### src/hdl/lpm_pkg.sv
// Shared types, constants and helpers for the lidar packet to polar map block.
// Used by the controller, the datapath, the top level and the checker. No dependencies.
`timescale 1ns / 1ps

package lpm_pkg;

	localparam int BYTE_W = 8;
	localparam int DIST_W = 14;
	localparam int BIN_W = 9;
	localparam int CFG_IDX_W = 1;
	localparam int OUT_TDATA_W = 32;

	localparam int WIN_DEPTH = 5;
	localparam logic [2:0] WIN_FULL = 3'd5;

	localparam int MAP_SIZE = 360;
	localparam logic [BIN_W-1:0] MAP_LAST = 9'(MAP_SIZE - 1);
	localparam logic [9:0] BIN_OFFSET = 10'd180;

	localparam logic [BYTE_W-1:0] SYNC_BYTE = 8'h3E;
	localparam logic [DIST_W-1:0] MIN_VALID_DISTANCE = 14'd100;
	localparam logic [DIST_W-1:0] LIMIT_RESET = 14'd16383;

	localparam logic [CFG_IDX_W-1:0] REG_DIST_LIMIT = 1'd0;
	localparam logic [CFG_IDX_W-1:0] REG_FILL_MODE = 1'd1;

	localparam logic [2:0] RES_NONE = 3'd0;
	localparam logic [2:0] RES_LIMIT = 3'd1;
	localparam logic [2:0] RES_DIST = 3'd2;
	localparam logic [2:0] RES_FILL = 3'd3;
	localparam logic [2:0] RES_KEEP = 3'd4;
	localparam logic [2:0] RES_FAIL = 3'd5;

	typedef struct packed {
		logic       shift;
		logic       clear_we;
		logic       capture;
		logic       search_start;
		logic       search_step;
		logic [2:0] res_op;
		logic       out_load;
	} lpm_cmd_t;

	typedef struct packed {
		logic hit;
		logic ge_limit;
		logic lt_min;
		logic fill_mode;
		logic rd_ok;
		logic search_last;
		logic clear_last;
	} lpm_status_t;

	function automatic logic [BIN_W-1:0] prev_bin(input logic [BIN_W-1:0] a);
		logic [BIN_W-1:0] r;
		if (a == '0) begin
			r = MAP_LAST;
		end else begin
			r = a - 9'd1;
		end
		return r;
	endfunction

endpackage

### src/hdl/lpm_ctrl.sv
// Controller state machine for the lidar packet to polar map block.
// Depends on lpm_pkg; drives the datapath commands and both handshakes.
`timescale 1ns / 1ps

module lpm_ctrl
	import lpm_pkg::*;
(
	input  logic        clk,
	input  logic        arst_n,
	input  logic        s_tvalid,
	output logic        s_tready,
	output logic        m_tvalid,
	input  logic        m_tready,
	input  lpm_status_t status,
	output lpm_cmd_t    cmd
);

	localparam logic [2:0] ST_CLEAR = 3'd0;
	localparam logic [2:0] ST_IDLE = 3'd1;
	localparam logic [2:0] ST_CHECK = 3'd2;
	localparam logic [2:0] ST_DECIDE = 3'd3;
	localparam logic [2:0] ST_SEARCH = 3'd4;
	localparam logic [2:0] ST_OUT = 3'd5;

	logic [2:0] state_q;
	logic [2:0] state_d;
	logic       m_tvalid_q;

	assign s_tready = (state_q == ST_IDLE);
	assign m_tvalid = m_tvalid_q;

	always_comb begin
		state_d = state_q;
		cmd = '0;
		cmd.res_op = RES_NONE;
		unique case (state_q)
			ST_CLEAR: begin
				cmd.clear_we = 1'b1;
				if (status.clear_last) begin
					state_d = ST_IDLE;
				end
			end
			ST_IDLE: begin
				if (s_tvalid) begin
					cmd.shift = 1'b1;
					state_d = ST_CHECK;
				end
			end
			ST_CHECK: begin
				cmd.capture = 1'b1;
				state_d = status.hit ? ST_DECIDE : ST_IDLE;
			end
			ST_DECIDE: begin
				state_d = ST_OUT;
				if (status.ge_limit) begin
					cmd.res_op = RES_LIMIT;
				end else if (status.lt_min) begin
					if (!status.fill_mode) begin
						cmd.res_op = RES_KEEP;
					end else if (status.rd_ok) begin
						cmd.res_op = RES_FILL;
					end else begin
						cmd.search_start = 1'b1;
						state_d = ST_SEARCH;
					end
				end else begin
					cmd.res_op = RES_DIST;
				end
			end
			ST_SEARCH: begin
				if (status.rd_ok) begin
					cmd.res_op = RES_FILL;
					state_d = ST_OUT;
				end else if (status.search_last) begin
					cmd.res_op = RES_FAIL;
					state_d = ST_OUT;
				end else begin
					cmd.search_step = 1'b1;
				end
			end
			ST_OUT: begin
				if (!m_tvalid_q || m_tready) begin
					cmd.out_load = 1'b1;
					state_d = ST_IDLE;
				end
			end
			default: begin
				state_d = ST_IDLE;
			end
		endcase
	end

	always_ff @(posedge clk or negedge arst_n) begin
		if (!arst_n) begin
			state_q <= ST_CLEAR;
			m_tvalid_q <= 1'b0;
		end else begin
			state_q <= state_d;
			if (cmd.out_load) begin
				m_tvalid_q <= 1'b1;
			end else if (m_tready) begin
				m_tvalid_q <= 1'b0;
			end
		end
	end

endmodule

### config.mk
export PLATFORM = sky130hd
export DESIGN_NAME = lpm_ctrl
export DESIGN_NICKNAME = d
export VERILOG_FILES = /design/src/hdl/lpm_pkg.sv /design/src/hdl/lpm_ctrl.sv
export SDC_FILE = /design/constraint.sdc
export NUM_CORES = 1
export LEC_CHECK = 0
export ABC_AREA = 1
export BUFFER_PORTS_ARGS = -buffer_cell sky130_fd_sc_hd__buf_2
export CORE_AREA = 5 5 42 44
export DETAILED_ROUTE_END_ITERATION = 12
export DIE_AREA = 0 0 47 49
export PLACE_DENSITY = 0.63
export SLEW_MARGIN = 30
export SYNTH_ARGS = -nofsm -noshare
export SYNTH_HDL_FRONTEND = slang
export SYNTH_SLANG_ARGS = --single-unit
### constraint.sdc
create_clock -name clk -period 2.1 [get_ports clk]
set_clock_uncertainty 0.05 [all_clocks]
set_input_delay 0.42 -clock clk [delete_from_list [all_inputs] [get_ports clk]]
set_output_delay 0.42 -clock clk [all_outputs]
set_load 0.02 [all_outputs]
# After elaboration in Yosys (flattened, before gate mapping)
# Cells that the tools add are included.
dict set report word_totals {
  wordCells 50
  register_bits 4
  in_bits 11
}
dict set report classes {
  n_eq_ne 9
  n_mux 34
  reduce_logical 5
}
# op count
set op_table {}
lappend op_table {{two-way mux 3 bit} 10}
lappend op_table {{two-way mux 1 bit} 20}
lappend op_table {{case mux 3 bit (6 select lines)} 1}
lappend op_table {{== test 3 x 2 -> 1 bit, second input constant} 2}
lappend op_table {{== test 3 bit, second input constant} 2}
lappend op_table {{!= test 2 bit, second input constant} 3}
lappend op_table {{case mux 3 bit (2 select lines)} 1}
lappend op_table {{two-way mux 2 bit} 2}
lappend op_table {{AND reduction 4 bit} 1}
lappend op_table {{== test 3 x 1 -> 1 bit, second input constant} 1}
lappend op_table {{logical NOT 3 bit} 1}
lappend op_table {{!= test 3 bit, second input constant} 1}
lappend op_table {{nonzero test 2 bit} 1}
lappend op_table {{logical NOT 1 bit} 1}
lappend op_table {{logical OR 1 bit} 1}

# Longest topological paths before layout
# Gate-level depths: netlist of the first run.
dict set report logic_depth {
  ltp_word 5
  depth_mapped 9
}

# Worst setup path before layout of the first run
# OpenSTA, ideal clock, no wires.
dict set report synth_timing {
  path_kind {register to output}
  start {register state_q[2]}
  end {output cmd[8] (netlist name)}
  slack_ns 0.443
  arrival_ns 1.187
  path_buffers 1
  stages_incl_launch_ff 7
  path_cell_list {dfrtp_1 -> buf_6 -> inv_2 -> nand2_2 -> nor2_2 -> inv_2 -> nor2_1}
}
# element line_no
set synth_rtl {}
lappend synth_rtl {{start: declaration} lpm_ctrl.sv:25} ;# logic [2:0] state_q;
lappend synth_rtl {{start signal: assignment} lpm_ctrl.sv:98} ;# state_q <= state_d;
lappend synth_rtl {{end: declaration} lpm_ctrl.sv:15} ;# output lpm_cmd_t cmd

==> results of run 1 <==
final timing paths:
path	start	endpoint	slack, ps	depth (start not counted)
max reg2reg	state_q[2]	state_q[0]	910	8
min reg2reg	m_tvalid	m_tvalid	580	4
max in group asynchronous	arst_n	state_q[2]	1410	2
min in group asynchronous	arst_n	state_q[0]	470	2
min	m_tready	m_tvalid	450	4
max	state_q[2]	cmd[1]	220	6
kinds of logic (layout without fill, tap and decap cells):
group / count (synthesis) / count (layout) / share of synthesized area
buffers and inverters: 14 / 38 / 0.158
flip-flops: 4 / 4 / 0.263
AND/OR/NAND/NOR: 37 / 37 / 0.467
AO/OA/AOI/OAI: 8 / 8 / 0.112
layer usage:
layer  share of wire  track usage  vias to the layer above
li1                -            -                      242
met1            0.45        0.133                      185
met2            0.45        0.127                       16
met3            0.10       0.0185                        0
met4               0       0.0553                        0
met5               0            0                        -
state kept, by name, summed over array words and instances (netlist names):
signal	cells
m_tvalid	1
state_q	3
placed cells by master (no fill, tap or decap), drive strengths merged:
cell type	n
buf	21
nor2	14
nand2	14
inv	13
nand3	5
o21ai	5
dfrtp	4
clkbuf	3
nor3	3
a21oi	2
nand3b	1
o21a	1
dlygate4sd3	1
power by group through the flow:
stage	sequential, W	clock, W	combinational, W
final	0.000167	0.0000920	0.000448
after floorplan	0.000154	0	0.000354
after global placement	0.000168	0	0.000443
after global routing	0.000177	0.000109	0.000503
after detailed placement	0.000168	0	0.000450
after CTS	0.000167	0.0000990	0.000453
per-stage QoR:
stage                     utilization  hold WS, ps  setup WS, ps  instances
after floorplan                     -         74.4           443         63
after global placement          0.353          175           536         99
after detailed placement        0.353          177           482         99
after CTS                       0.376          437           231        103
after global routing            0.376          451          98.3        103
final                           0.376          445           222        103
timing repair:
action	in CTS	in global routing
hold endpoints to repair	4	0
setup buffers	0	0
hold buffers	1	0
resized for setup	0	0
final cells by class:
class                   count  area (µm²)  share of cell area
multi-input cells          45         220               0.418
repair buffers             22         115               0.219
flip-flops and latches      4         100               0.190
inverters                  13        48.8              0.0926
clock buffers               3        22.5              0.0428
well taps                  16        20.0              0.0380
tightest hold or removal path, cell delays in order:
cell     delay (ps)
buf_2            80
nor2_1           60
inv_1            70
nand2_1          50
==> flow_metrics.tcl, run 1 <==
set metrics [dict create \
    num_vias 443 \
    cts_tree "yes" \
    drt_wl_total_um 1000 \
    max_slew_margin 0.811 \
    hold_path_class "input port to flop" \
    syn_nets 74 \
    post_synth.cell_area_avg_um2 6.04 \
    fp.coreArea_um2 1400 \
    dpl_cell_area_um2 494 \
    clock_path_buffers 2 \
    syn_to_final_growth_pct 38.5 \
    async_flop_share 1.00 \
    drc 0 \
    die_w_um 47 \
    ys_seq_elements 4 \
    gp_congestion 0.753 \
    die_area_um2 2300 \
    power_w 0.000708 \
    htreeDepth 1 \
    critPathTopFamily "flip-flops" \
    grt_pass1_wl_um 1590 \
    synth_top_flop_cell "dfrtp_1" \
    overflow 0 \
    dr.first_iter.drc_count 9 \
    fin_area_um2 527 \
    synth.distinct_cells 16 \
    insertedDiodeCount 0 \
    timing.final.hold_violations 0 \
    slew_viol_final 0 \
    outcome "completed" \
    endpoint_kind "primary output" \
    critical_path_class "flop to primary output" \
    fmax_ghz 0.532 \
    fin_crit_ps 1880 \
    p_int_w 0.000328 \
    cp.arrival_ps 1410 \
    clk_pin_slew_worst_paths_ps 40 \
    worstPathCellList "inv_2 -> nand2_2 -> nor2_1 -> o21ai_1 -> o21ai_0 -> buf_2" \
    grt_max_degree 9 \
    ys_top_cells_by_area "dfrtp_1 (26%), nand2_1 (11%), nor2_1 (11%)" \
    cts_num_sinks 4 \
    grt_pass1_vias 400 \
    p_switching_w 0.000379 \
    initial_core_util 0.271 \
    leakage_nw 0.319 \
    antenna_found_initial 0 \
    wl_per_cell_um 9.72 \
    netlist_top_cells_count "nand2_1 (11), nor2_1 (11), inv_1 (8), inv_2 (5), nand3_1 (5)" \
    io_pins 22 \
    yosys.area.top_type "dfrtp_1" \
    seqPwrFrac 0.236 \
    max_cap_viol_count 0 \
    track_usage 0.0939 \
    finalSetupTns_ps 0 \
    crit_buf_inv 2 \
    rows 14 \
    synth_edf_count 0 \
    final_nets 100 \
    synth_top_area_frac 0.263 \
    place_hpwl_um 850 \
    ctsRootBufferMaster "clkbuf_4" \
    cellPowerDensity_nw_per_um2 1340 \
    synth_area_um2 380 \
    comb_power_share 0.634 \
    p_sw_frac 0.536 \
    firstDrtPassIters 4 \
    seq_area_frac_synth 0.263 \
    slowest_delay_ps 460 \
    vias_per_cell 4.30 \
    vdd_drop_max_mv 0.691 \
    worstPathRequired_ps 1630 \
    synthCells 63 \
    fin_crit_sh 0.894 \
    ant_nets 0 \
    worst_setup_path_start_kind "flop" \
    yosysWarnings 0 \
    num-fill-cells 151 \
    io_buffer_count 21 \
    cts_buffers 3 \
    die_h_um 49 \
    worstMarginPinSlew_ps 284 \
    clockPowerShare 0.130 \
    worstPathMaxFanout 8 \
    drive_gt1_frac 0.425 \
    insertion_delay_ps 230 \
    finalSetupViolCount 0 \
    rsz0062_at_grt "no" \
    crit_path_top_delay_cell "dfrtp_1" \
]
(Power assumes the default switching activity.)
==> run 2: changes to the inputs <==
--- a/config.mk
+++ b/config.mk
@@ -8,6 +8,7 @@
 export ABC_AREA = 1
 export BUFFER_PORTS_ARGS = -buffer_cell sky130_fd_sc_hd__buf_2
 export CORE_AREA = 5 5 42 44
+export CTS_BUF_LIST = sky130_fd_sc_hd__clkbuf_16
 export DETAILED_ROUTE_END_ITERATION = 12
 export DIE_AREA = 0 0 47 49
 export PLACE_DENSITY = 0.63
==> run 2 against run 1 <==
Net effect:
- total power increased by 29%
- sequential share of layout area is 1.7 points lower
- worst hold slack gained 7.9 ps
- sequential cell count unchanged
- via count increased by 0.23%
- design area rose by 10%
- clock power grew to 3.2 times the previous value
- register-to-register slack about the same
- wire length increased by 2.9%
- final cell count unchanged
- largest cell class unchanged
- highest routed layer unchanged
==> flow_metrics.tcl, run 2 (synthesis gave the netlist of run 1 again) <==
set metrics [dict create \
    finalSetupViolCount 0 \
    dp_slack_ps 482 \
    power_w 0.000911 \
    r2r_cells 8 \
    clk_pin_slew_worst_paths_ps 30 \
    cts_num_sinks 4 \
    stdcell_count 103 \
    place_hpwl_um 850 \
    fmax_ghz 0.535 \
    dpl_cell_area_um2 494 \
    hold_path_class "input port to flop" \
    die_h_um 49 \
    post_cts_buffers 0 \
    endpoint_kind "primary output" \
    final_nets 100 \
    rows 14 \
    fp.coreArea_um2 1400 \
    slew_viol_final 0 \
    wl_per_cell_um 10.0 \
    dp_cells 99 \
    worstPathMaxFanout 8 \
    rrSetupSlack_ps 910 \
    overflow 0 \
    cts_buffers 3 \
    io_buffer_count 21 \
    min_to "m_tvalid" \
    r2r_end "state_q[0]" \
    fin_crit_ps 1870 \
    io_pins 22 \
    cp.arrival_ps 1400 \
    finalSetupTns_ps 0 \
    worst_setup_path_start_kind "flop" \
    worstMarginPinSlew_ps 284 \
    htreeDepth 1 \
    min_from "m_tready" \
    vias_per_cell 4.31 \
    fin_area_um2 579 \
    hold_depth 4 \
    drive_gt1_frac 0.425 \
    max_cap_viol_count 0 \
    critical_path_class "flop to primary output" \
    leakage_nw 0.342 \
    cellPowerDensity_nw_per_um2 1570 \
    top_register "state_q" \
    insertion_delay_ps 220 \
    syn_to_final_growth_pct 52.3 \
    dr.first_iter.drc_count 9 \
    ctsRootBufferMaster "clkbuf_16" \
    grt_pass1_wl_um 1640 \
    firstDrtPassIters 4 \
    final_common_cell "buf_2" \
    initial_core_util 0.271 \
    num_vias 444 \
    drc 0 \
    antenna_found_initial 0 \
    drt_wl_total_um 1030 \
    clock_path_buffers 2 \
    max_slew_margin 0.811 \
    track_usage 0.0960 \
    die_area_um2 2300 \
    fin_crit_sh 0.890 \
    gp_congestion 0.753 \
    timing.final.hold_violations 0 \
    largest_reg_flops 3 \
    cts_tree "yes" \
    final_cell_mix "buf_2 (21), nor2_1 (11), nand2_1 (11)" \
    worstPathRequired_ps 1630 \
    grt_max_degree 9 \
    rsz0062_at_grt "no" \
    vdd_drop_max_mv 0.912 \
    grt_pass1_vias 402 \
    ant_nets 0 \
    worst_slack_ps 231 \
    die_w_um 47 \
    r2r_start "state_q[2]" \
    outcome "completed" \
    insertedDiodeCount 0 \
]
-- run 2: cell counts in the layout (fill, tap and decap cells not counted) --
No cell type changed its count.
-- run 2: layer usage --
metal,vias to the layer above,routed length (µm),GRT usage
met2,16,454,0.131
li1,242,-,-
met4,0,0,0.0553
met3,0,105,0.0185
met5,-,0,0
met1,186,471,0.135
-- run 2: what timing repair did --
item / CTS / global route
resized for setup: 0 / 0
endpoints found under the hold margin: 4 / 0
hold buffers: 1 / 0
-- run 2: stage by stage --
stage / utilization / hold WS [ps]
6_report: 0.413 / 453
5_1_grt: 0.413 / 478
4_1_cts: 0.413 / 451
3_5_place_dp: 0.353 / 177
3_3_place_gp: 0.353 / 175
2_1_floorplan: - / 74.4
-- run 2: report_power, final --
group / switching [W] / internal, W / leakage [nW] / total [W]
Clock: 0.0000495 / 0.000243 / 0.0370 / 0.000292
Sequential: 0.0000548 / 0.000113 / 0.0513 / 0.000167
Combinational: 0.000299 / 0.000152 / 0.254 / 0.000451
-- run 2: cell type report --
cell class	count	area (µm²)
clock buffers	3	75.1
fillers	145	822
inverters	13	48.8
multi-input cells	45	220
flip-flops and latches	4	100
well taps	16	20.0
repair buffers	22	115
-- run 2: worst max path at each step --
stage	cells after the start	slack, ps	end	start
after global placement	6	540	cmd[1]	state_q[2]
after CTS	6	250	cmd[1]	state_q[2]
after global routing	6	130	cmd[1]	state_q[2]
after detailed placement	6	480	cmd[1]	state_q[2]
after floorplan	6	440	cmd[8]	state_q[2]
final	6	230	cmd[1]	state_q[2]
-- run 2: worst max-delay path: stages (launching register included) --
cell     delay (ps)
dfrtp_1         460
inv_2           100
nand2_2          60
nor2_1          170
o21ai_1         100
o21ai_0          90
buf_2           190
==> run 3: changes to the inputs <==
--- a/config.mk
+++ b/config.mk
@@ -5,7 +5,6 @@
 export SDC_FILE = /design/constraint.sdc
 export NUM_CORES = 1
 export LEC_CHECK = 0
-export ABC_AREA = 1
 export BUFFER_PORTS_ARGS = -buffer_cell sky130_fd_sc_hd__buf_2
 export CORE_AREA = 5 5 42 44
 export CTS_BUF_LIST = sky130_fd_sc_hd__clkbuf_16
==> run 3 against run 2 <==
Net effect:
- synthesized cell count fell by 32%
- die area did not move
- global-route usage fell by 0.43 points
- setup slack got worse by 130 ps
- wire length fell by 4.8%
- synthesized area fell by 0.99%
- non-clock buffer count did not move
- design area fell by 0.86%
==> flow_metrics.tcl, run 3 <==
set metrics [dict create \
    outcome "completed" \
    rows 14 \
    async_flop_share 1.00 \
    finalSetupViolCount 0 \
    vdd_drop_max_mv 0.441 \
    synth_fa_ha_area_frac 0 \
    largest_reg_flops 3 \
    critical_path_class "flop to primary output" \
    antenna_found_initial 0 \
    fin_crit_ps 2000 \
    synth_top_area_frac 0.266 \
    htreeDepth 1 \
    max_cap_viol_count 0 \
    crit_buf_inv 1 \
    synth_compound_area_frac 0.186 \
    final_cell_mix "buf_2 (21), nor2_1 (7), nand2_1 (3), clkbuf_16 (3)" \
    top_register "state_q" \
    netlist_top_cells_count "nor2_1 (7), dfrtp_1 (4), nand2_1 (3)" \
    worstPathCellList "nand3b_1 -> nor2_1 -> a21oi_1 -> o32ai_1 -> buf_2" \
    worstPathMaxFanout 9 \
    ys_top_cells_by_area "dfrtp_1 (27%), nor2_1 (7.0%), o311ai_4 (7.0%)" \
    power_w 0.000857 \
    yosys.area.top_type "dfrtp_1" \
    initial_core_util 0.269 \
    track_usage 0.0917 \
    crit_path_top_delay_cell "dfrtp_2" \
    synthMuxAreaShare 0.0664 \
    dr.first_iter.drc_count 6 \
    rrSetupSlack_ps 460 \
    post_cts_buffers 0 \
    seq_area_frac_synth 0.266 \
    grt_max_degree 10 \
    drive_gt1_frac 0.470 \
    worst_setup_path_start_kind "flop" \
    multi_input_area_um2 254 \
    die_area_um2 2300 \
    io_buffer_count 21 \
    cp.arrival_ps 1530 \
    cts_num_sinks 4 \
    grt_pass1_vias 357 \
    endpoint_kind "primary output" \
    gp_congestion 0.687 \
    slowest_delay_ps 450 \
    drt_wl_total_um 981 \
    synth.distinct_cells 25 \
    insertion_delay_ps 220 \
    rsz0062_at_grt "no" \
    cts_tree "yes" \
    die_h_um 49 \
    final_nets 79 \
    synth_xor_area_frac 0 \
    firstDrtPassIters 2 \
    synth_area_um2 377 \
    fin_crit_sh 0.953 \
    synth_top_flop_cell "dfrtp_1" \
    num_vias 378 \
    io_pins 22 \
    ys_seq_elements 4 \
    drc 0 \
    yosysWarnings 0 \
    max_slew_margin 0.742 \
    synthCells 43 \
    post_synth.cell_area_avg_um2 8.76 \
    fmax_ghz 0.500 \
    cellPowerDensity_nw_per_um2 1490 \
    wl_per_cell_um 12.0 \
    syn_to_final_growth_pct 52.5 \
    synth_edf_count 0 \
    cts_buffers 3 \
    finalSetupTns_ps 0 \
    num-fill-cells 156 \
    hold_path_class "input port to flop" \
    place_hpwl_um 736 \
    synth-simple-area-share 0.422 \
    ff_latch_area_um2 103 \
    slew_viol_final 0 \
    worstPathRequired_ps 1630 \
    fp.coreArea_um2 1400 \
    synth_top_family_by_area "simple AND/OR/NAND/NOR gates" \
    insertedDiodeCount 0 \
    final_common_cell "buf_2" \
    grt_pass1_wl_um 1520 \
    critPathTopFamily "flip-flops" \
    worstMarginPinSlew_ps 386 \
    ant_nets 0 \
    synth_most_common_cell "nor2_1" \
    ctsRootBufferMaster "clkbuf_16" \
    overflow 0 \
    syn_nets 54 \
    timing.final.hold_violations 0 \
    vias_per_cell 4.61 \
    clock_path_buffers 2 \
    leakage_nw 0.311 \
    clk_pin_slew_worst_paths_ps 30 \
    die_w_um 47 \
]
run 3: changes by cell type after synthesis, moves of 4 or more:
| cell | delta |
|---|---|
| nand3_1 | -4 |
| nor2_1 | -4 |
| inv_1 | -6 |
| nand2_1 | -8 |
| inv_2 | -5 |
run 3: stage by stage:
step           instance area (µm²)  cells  hold slack, ps  utilization  setup slack [ps]
3_3_place_gp                   487     78             176        0.347               305
2_1_floorplan                  377     43            74.4            -               131
3_5_place_dp                   487     78             175        0.347               284
6_report                       574     82             404        0.410              99.2
4_1_cts                        572     82             409        0.408              44.5
5_1_grt                        574     82             436        0.410              10.2
run 3: path summary, 6_finish.rpt:
| check | start | to | depth (start not counted) |
|---|---|---|---|
| setup / recovery | state_q[2] | cmd[2] | 5 |
| min in group asynchronous | arst_n | m_tvalid | 2 |
| max in group asynchronous | arst_n | state_q[0] | 2 |
| hold reg to reg | state_q[0] | state_q[0] | 1 |
| setup reg to reg | state_q[1] | state_q[0] | 4 |
| hold / removal | status[6] | state_q[1] | 3 |
run 3: repair_timing:
item | 4_1_cts | 5_1_grt
hold buffers | 1 | 0
resized for setup | 0 | 2
endpoints found under the setup margin | 0 | 2
hold endpoints to repair | 4 | 0
run 3: worst register-to-register path, cell delays in order, from the launching register on:
cell and delay, ps:
dfrtp_1 440, nand3b_4 190, or3b_4 420, o311ai_4 100
mux2_4 320
run 3: area by class of cell:
cell class | instances | area share
Clock buffer | 3 | 0.131
Tap cell | 16 | 0.0349
Sequential cell | 4 | 0.179
Multi-Input combinational cell | 35 | 0.442
Timing Repair Buffer | 22 | 0.200
Inverter | 2 | 0.0131
run 3: where the power goes:
group          internal, W  switching (W)
Sequential        0.000115      0.0000633
Combinational     0.000176       0.000208
Clock             0.000243      0.0000513
run 3: logic make-up after synthesis:
group | after synthesis
and+or+nand+nor | 26
AOI/OAI and AO/OA | 7
DFF | 4
buffers and inverters | 4
muxes | 2
run 3: routing by layer:
metal | up-vias | track usage | wire length, µm
met5 | - | 0 | 0
met4 | 0 | 0.0553 | 0
met3 | 0 | 0.0443 | 72
met2 | 12 | 0.138 | 504
met1 | 166 | 0.0996 | 403
li1 | 200 | - | -
